--- src/rtl/sctd_pkg.sv ---
// Types and constants shared by the serial-to-CAN deframer.
package sctd_pkg;

	localparam logic [7:0] HeaderReset = 8'h24;
	localparam int         FrameBytes  = 8;

	typedef struct packed {
		logic       fire;
		logic       last;
		logic [7:0] data;
	} step_t;

	typedef struct packed {
		logic [FrameBytes-1:0][7:0] payload;
		logic [3:0]                 length;
		logic [10:0]                id;
	} frame_t;

	typedef struct packed {
		logic   valid;
		frame_t frame;
	} res_t;

endpackage

--- src/rtl/serial_to_can_deframer_unit.sv ---
// Serial byte stream to CAN frame deframer, top level.
//
//  channel | dir | fields
//  s_*     | in  | tdata[7:0] data_byte, tlast burst_end
//  m_*     | out | tdata: frame_id, frame_length, payload_0..payload_7
//  cfg_*   | in  | cfg_wr_data header_value, written when cfg_wr_en
//
// One byte per cycle sustained while no held result stalls; each transaction
// enters the input register, and its frame, if any, then the result register.
// Reset puts the parser in header hunt with header_value 0x24.
// A held result stalls the input register only when both are occupied.
module serial_to_can_deframer_unit #(
	parameter int MAX_FRAME_BYTES = 8
) (
	input  logic        clk,
	input  logic        arst_n,
	input  logic        s_tvalid,
	output logic        s_tready,
	input  logic [7:0]  s_tdata,   // [7:0] data_byte
	input  logic        s_tlast,
	output logic        m_tvalid,
	input  logic        m_tready,
	output logic [79:0] m_tdata,   // frame_id, frame_length, payload_0..7, zero pad
	input  logic        cfg_wr_en,
	input  logic [7:0]  cfg_wr_data
);
	import sctd_pkg::*;

	logic       valid_s1;
	logic [7:0] data_s1;
	logic       last_s1;
	logic [7:0] header_q;
	step_t      step;
	res_t       res;

	assign step.fire = valid_s1 && (!res.valid || m_tready);
	assign step.last = last_s1;
	assign step.data = data_s1;
	assign s_tready  = !valid_s1 || step.fire;

	always_ff @(posedge clk or negedge arst_n) begin
		if (!arst_n) begin
			valid_s1 <= 1'b0;
			data_s1  <= 8'h00;
			last_s1  <= 1'b0;
			header_q <= HeaderReset;
		end else begin
			if (cfg_wr_en) begin
				header_q <= cfg_wr_data;
			end
			if (s_tvalid && s_tready) begin
				valid_s1 <= 1'b1;
				data_s1  <= s_tdata;
				last_s1  <= s_tlast;
			end else if (step.fire) begin
				valid_s1 <= 1'b0;
			end
		end
	end

	sctd_parser #(
		.MAX_FRAME_BYTES(MAX_FRAME_BYTES)
	) u_parser (
		.clk         (clk),
		.arst_n      (arst_n),
		.header_value(header_q),
		.step        (step),
		.res_ready   (m_tready),
		.res         (res)
	);

	assign m_tvalid = res.valid;
	assign m_tdata  = {1'b0, res.frame};

endmodule

--- src/rtl/sctd_parser.sv ---
// Header hunt, count/id parsing and frame assembly with the result register.
module sctd_parser #(
	parameter int MAX_FRAME_BYTES = 8
) (
	input  logic           clk,
	input  logic           arst_n,
	input  logic [7:0]     header_value,
	input  sctd_pkg::step_t step,
	input  logic           res_ready,
	output sctd_pkg::res_t res
);
	import sctd_pkg::*;

	localparam int         IdxW    = (MAX_FRAME_BYTES > 1) ? $clog2(MAX_FRAME_BYTES) : 1;
	localparam logic [3:0] MaxFill = 4'(MAX_FRAME_BYTES);

	typedef enum logic [1:0] {PhHunt, PhCount, PhIdLow, PhPayload} phase_t;

	phase_t     phase_q;
	logic [4:0] rem_q;
	logic [10:0] id_q;
	logic [7:0] bytes_q [MAX_FRAME_BYTES];
	logic [3:0] fill_q;
	logic       valid_q;
	frame_t     frame_q;

	logic [FrameBytes-1:0][7:0] held;
	logic [FrameBytes-1:0][7:0] merged;
	logic [4:0] count;
	logic [4:0] rem_dec;
	logic [3:0] fill_inc;
	logic       room;
	logic       emit;

	for (genvar g = 0; g < FrameBytes; g++) begin : g_held
		if (g < MAX_FRAME_BYTES) begin : g_used
			assign held[g] = bytes_q[g];
		end else begin : g_zero
			assign held[g] = 8'h00;
		end
	end

	assign count    = step.data[7:3];
	assign rem_dec  = rem_q - 5'd1;
	assign fill_inc = fill_q + 4'd1;
	assign room     = fill_q < MaxFill;
	assign emit     = (rem_dec == 5'd0) || (fill_inc >= MaxFill) || step.last;

	always_comb begin
		for (int i = 0; i < FrameBytes; i++) begin
			merged[i] = held[i];
			if (room && (fill_q == 4'(i))) begin
				merged[i] = step.data;
			end
		end
	end

	always_ff @(posedge clk or negedge arst_n) begin
		if (!arst_n) begin
			phase_q <= PhHunt;
			rem_q   <= 5'd0;
			id_q    <= 11'd0;
			fill_q  <= 4'd0;
			valid_q <= 1'b0;
			frame_q <= '0;
			for (int i = 0; i < MAX_FRAME_BYTES; i++) begin
				bytes_q[i] <= 8'h00;
			end
		end else if (step.fire) begin
			valid_q <= (phase_q == PhPayload) && emit;
			case (phase_q)
				PhHunt: begin
					if (step.data == header_value) begin
						phase_q <= PhCount;
					end
				end
				PhCount: begin
					if (count == 5'd0) begin
						phase_q <= (step.data == header_value) ? PhCount : PhHunt;
					end else begin
						rem_q   <= count;
						id_q    <= {step.data[2:0], 8'h00};
						phase_q <= PhIdLow;
					end
				end
				PhIdLow: begin
					id_q[7:0] <= step.data;
					fill_q    <= 4'd0;
					phase_q   <= PhPayload;
					for (int i = 0; i < MAX_FRAME_BYTES; i++) begin
						bytes_q[i] <= 8'h00;
					end
				end
				PhPayload: begin
					rem_q <= rem_dec;
					if (rem_dec == 5'd0) begin
						phase_q <= PhHunt;
					end
					if (emit) begin
						frame_q.id      <= id_q;
						frame_q.length  <= room ? fill_inc : fill_q;
						frame_q.payload <= merged;
						fill_q          <= 4'd0;
						for (int i = 0; i < MAX_FRAME_BYTES; i++) begin
							bytes_q[i] <= 8'h00;
						end
					end else if (room) begin
						bytes_q[fill_q[IdxW-1:0]] <= step.data;
						fill_q                    <= fill_inc;
					end
				end
				default: begin
					phase_q <= PhHunt;
				end
			endcase
		end else if (res_ready) begin
			valid_q <= 1'b0;
		end
	end

	assign res.valid = valid_q;
	assign res.frame = frame_q;

endmodule

--- config.mk ---
export PLATFORM = sky130hd
export DESIGN_NAME = serial_to_can_deframer_unit
export DESIGN_NICKNAME = d
export VERILOG_FILES = /design/src/rtl/sctd_pkg.sv /design/src/rtl/serial_to_can_deframer_unit.sv /design/src/rtl/sctd_parser.sv
export SDC_FILE = /design/constraint.sdc
export NUM_CORES = 1
export LEC_CHECK = 0
export BUFFER_PORTS_ARGS = -buffer_cell sky130_fd_sc_hd__buf_2
export CORE_MARGIN = 3
export CORE_UTILIZATION = 58
export CTS_CLUSTER_DIAMETER = 60
export DETAILED_ROUTE_END_ITERATION = 10
export PLACE_DENSITY_LB_ADDON = 0.25
export SYNTH_ARGS = -nofsm -noshare
export SYNTH_HDL_FRONTEND = slang
export SYNTH_HIERARCHICAL = 1
export SYNTH_SLANG_ARGS = --single-unit
--- constraint.sdc ---
create_clock -name clk -period 2.6 [get_ports clk]
set_input_delay 0.52 -clock clk [delete_from_list [all_inputs] [get_ports clk]]
set_output_delay 0.52 -clock clk [all_outputs]
set_load 0.01 [all_outputs]
## Yosys cells after proc, flatten, opt, wreduce, memory -nomap -nowiden

Cells that the tools add are included.
W data, S select, Z words.

| word-level totals | value |
|---|---|
| input port bits | 22 |
| flip-flop bits (word level) | 184 |
| logic and storage cells | 115 |
| output and inout port bits | 82 |

| operators by class | value |
|---|---|
| reductions and logical operators | 34 |
| order comparisons | 4 |
| multiplexer cells | 30 |
| eq/ne operators | 15 |
| bitwise logic cells | 2 |
| add/subtract/negate cells | 2 |

Operators with widths:

| operator | count |
|---|---|
| $mux W64 | 2 |
| $pmux W64 S2 | 1 |
| $mux W8 | 10 |
| $bwmux W64 | 1 |
| $demux W8 S3 | 1 |
| $reduce_and A3 Y1 | 6 |
| $eq A4 B3 Y1 const B | 4 |
| $pmux W8 S2 | 1 |
| $logic_and A1 B1 Y1 | 12 |
| $logic_not A5 Y1 | 2 |
| $pmux W5 S2 | 1 |
| $reduce_bool A2 Y1 | 5 |
| $eq A4 B2 Y1 const B | 2 |
| $eq A8 B8 Y1 | 1 |
| $ge A4 B4 Y1 const B | 2 |
| $mux W4 | 2 |
| $pmux W2 S4 | 1 |
| $pmux W4 S2 | 1 |
| $mux W2 | 3 |
| $mux W1 | 5 |
| $mux W5 | 1 |
| $sub A5 B1 Y5 const B | 1 |
| $add A4 B1 Y4 const B | 1 |
| $eq A2 B2 Y1 const B | 2 |
| other kinds (14) | 19 |

## Longest topological paths before layout

| depth | value |
|---|---|
| depth in word-level cells | 9 |
| gate-level depth with buffers | 8 |

## Hierarchy

The synthesis kept the hierarchy.

By module, submodules not included:

| module | instances | area each (um^2) | cells an instance |
|---|---|---|---|
| sctd_parser | 1 | 7,767.4 | 591 |
| serial_to_can_deframer_unit | 1 | 912.1 | 76 |

## Worst setup path before layout

No wires, ideal clock.

| timing | value |
|---|---|
| kind | input-to-reg |
| start point | input port m_tready |
| end point | register u_parser.frame_q, in the netlist u_parser/res[10] |
| arrival | 2.311 ns |
| data required time | 2.475 ns |
| path slack | 0.165 ns |
| setup time | 0.125 ns |
| cell stages on the path | 7 |
| cells stage by stage | clkbuf_1 inv_1 a21boi_0 nand3_1 a31oi_4 buf_4 mux2_2 |

RTL lines:

| what | line | text |
|---|---|---|
| start, declared | serial_to_can_deframer_unit.sv:22 | `input logic m_tready,` |
| end, declared | sctd_parser.sv:25 | `frame_t frame_q;` |

## Worst setup path after layout

| timing | value |
|---|---|
| start point | register u_parser.rem_q[0] |
| end point | register u_parser.frame_q, in the netlist u_parser/res[22] |

| between the ends | value |
|---|---|
| word-level cells in the longest chain between the ends | 5 |

Ends and longest elaborated chain:

| what | line | text |
|---|---|---|
| start, declared | sctd_parser.sv:20 | `logic [4:0] rem_q;` |
| start signal, assigned | sctd_parser.sv:81 | `rem_q <= count;` |
| start signal, assigned | sctd_parser.sv:95 | `rem_q <= rem_dec;` |
| $sub A5 B1 Y5 | sctd_parser.sv:44 | `assign rem_dec = rem_q - 5'd1;` |
| $logic_not A5 Y1 | sctd_parser.sv:47 | `assign emit = (rem_dec == 5'd0) \|\| (fill_inc >= MaxFill) \|\| step.last;` |
| $logic_or A1 B1 Y1 (2 in series) | sctd_parser.sv:47 |  |
| $reduce_and A3 Y1 (no line) | - |  |

No other way between the ends.
A chain may end at the register's enable or synchronous reset.

==> flow_metrics.tcl <==
set metrics [dict create \
    cts_tree "yes" \
    rsz0062_at_grt "no" \
    syn_area_per_cell_um2 13.01 \
    path_class "reg -> reg" \
    period_share 0.9293 \
    post_drt_wl_per_cell_um 20.86 \
    worst_setup_path_end_kind "register" \
    maxSlewViolCount 0 \
    viasPerCell 6.157 \
    synth_cell_type_count 56 \
    initial_core_util 0.5949 \
    grt_pass1_vias 6083 \
    detail-route-antenna-nets 0 \
    p_leak_nw 4.900 \
    place_area_um2 9325 \
    drv_cap 0 \
    dp_slack_ps 195.8 \
    synthCells 667 \
    hold_class "in -> async" \
    yosys.area.top_type "dfrtp_1" \
    grt_overflow_total 0 \
    worst_slack_ps 183.9 \
    layout-drive-gt1-share 0.4427 \
    rows 44 \
    async_flop_share 1.000 \
    grt_max_degree 69 \
    path_clk_slew_ps 70 \
    finalHoldViolCount 0 \
    syn-cell-area_um2 8680 \
    critical_path_required_ps 2920 \
    clkLatencyLatePin_ps 430 \
    power.density_nw_per_um2 999.9 \
    cts_hold_buf 0 \
    synth-edff-count 0 \
    cts_sinks 184 \
    grt_pass1_wl_mm 32.06 \
    drtPass1Iterations 5 \
    track_usage 0.2498 \
    synth_ff_type "dfrtp_1" \
    path_max_fanout 48 \
    ioPinCount 104 \
    syn-num-nets 696 \
    setup_viol 0 \
    status "completed" \
    place_congestion 0.8339 \
    fin_crit_ps 2416 \
    design_area_um2 9911 \
    tns_ps 0 \
    max_slew_margin 0.6025 \
    antenna_cells 0 \
    worst_pin_slew_ps 594.8 \
    area_growth_pct 14.18 \
    post-cts-setup-buffer-count 0 \
    synth_most_common_cell "dfrtp_1" \
    dieWidth_um 128.3 \
    startpoint_type "register" \
    synthTopCellsByCount "182 x dfrtp_1, 153 x mux2_2, 48 x a22o_1, 34 x nand2_1, 22 x inv_1" \
    layout.nets 784 \
    finalPower_mw 9.910 \
    fmax_mhz 413.9 \
    synth_top_area_frac 0.5247 \
    dp_hpwl_mm 12.98 \
    clock_path_buffers 2 \
    dieHeight_um 128.3 \
    fin_util 0.6793 \
    vias 5861 \
    numCtsBuffers 17 \
    skew_ps 5.812 \
    portBuffers 102 \
    htree_levels 4 \
    drc_errors 0 \
    crit_arrival_ps 2740 \
    max-vdd-ir-drop_uv 647.3 \
    yosys_warnings 6 \
    yosys-top-cells-area "dfrtp_1 52%, mux2_2 20%, a22o_1 4.8%, o2bb2ai_1 1.7%, nand2_1 1.5%" \
    die_area_um2 16470 \
    antenna_found_initial 0 \
    yosysSeqAreaShare 0.5308 \
    synth_seq_cells 184 \
    root_buffer "clkbuf_16" \
    drt_wl_total_mm 19.86 \
    core_area_um2 14590 \
    dr.first_iter.drc_count 448 \
    cts_resized 0 \
]
logic make-up (layout without fill, tap and decap cells):
group	count (synthesis)	after routing	synth area share
flip-flops	184	184	0.5308
multiplexers	156	156	0.2020
AO/OA/AOI/OAI	123	123	0.1247
AND/OR/NAND/NOR	108	108	0.07511
buffers and inverters	78	179	0.04685
XOR/XNOR	10	10	0.01009
adder cells (fa/ha/maj)	7	7	0.01009
other	1	1	0.0004320
worst paths after layout:
kind | start | endpoint | slack [ps] | depth (start not counted)
worst max-delay path | u_parser/rem_q[0] | u_parser/res[22] | 180 | 7
worst min-delay path | arst_n | last_s1 | 30 | 1
worst max register to register | u_parser/rem_q[0] | u_parser/res[22] | 180 | 7
worst min register to register | u_parser/bytes_q[40] | u_parser/bytes_q[40] | 490 | 1
max in group asynchronous | arst_n | header_q[2] | 1810 | 2
min in group clk | cfg_wr_data[3] | header_q[3] | 320 | 2
layer usage:
metal / global-route usage / share of wire / vias to the layer above
met1: 0.3367 / 0.44 / 2995
met5: 0 / 0 / -
met2: 0.4039 / 0.49 / 211
met4: 0.09613 / 0.023 / 0
li1: - / - / 2615
met3: 0.04857 / 0.047 / 40
state kept, by name, indices dropped and copies added (netlist names), named ones only:
name and flops:
u_parser/bytes_q 64, header_q 8, u_parser/phase_q 1, u_parser/id_q 11, last_s1 1, valid_s1 1
u_parser/fill_q 4, u_parser/res 79, u_parser/valid_q 1, data_s1 8, u_parser/rem_q 5
cell type report:
cell class                      count  area, µm²
Inverter                           22      82.58
Tap cell                          184      230.2
Clock buffer                       18      439.2
Multi-Input combinational cell    405       3666
Sequential cell                   184       4607
Timing Repair Buffer              125      739.5
Fill cell                        1065       4678
Clock inverter                     14      146.4
cell usage in the layout, fill, tap and decap left out, types with 3 or more instances in the layout:
cell type and n:
dfrtp_1 182, mux2_2 153, buf_2 101, a22o_1 48, nand2_1 34, inv_1 22, buf_4 19, nor2_1 18
clkbuf_16 17, o2bb2ai_1 17, nand4b_1 10, nand2b_1 10, o21ai_0 10, o211ai_2 9, o22ai_1 9, xor2_1 8
and4_1 7, ha_1 7, a31o_2 6, a21oi_1 5, clkinv_2 4, buf_12 4, inv_6 3, clkinvlp_4 3
mux2i_1 3, nand3_1 3, nor2b_1 3, nor4_1 3, a211oi_1 3, nand4_4 3, a31o_4 3, and2_1 3
through the flow:
stage	cells	hold WS, ps
floorplan	667	224.4
global placement	920	470.6
detailed placement	920	470.0
CTS	952	40.72
global route	952	52.60
finish	952	27.32
critical path, cell delays in order, from the launching register on:
cell and delay, ps:
dfrtp_1 450, inv_1 80, ha_1 280, nor4b_2 360, nand3_2 160, a31oi_4 260
buf_12 280, mux2_2 380
power by group:
group	internal (mW)	total [mW]	switching (mW)	leakage [nW]
clock	1.44	2.55	1.11	0.283
combinational	1.52	3.43	1.91	2.15
sequential	3.49	3.92	0.434	2.46
total	6.46	9.91	3.45	4.90
No activity file was read; power rests on OpenSTA's default activity.
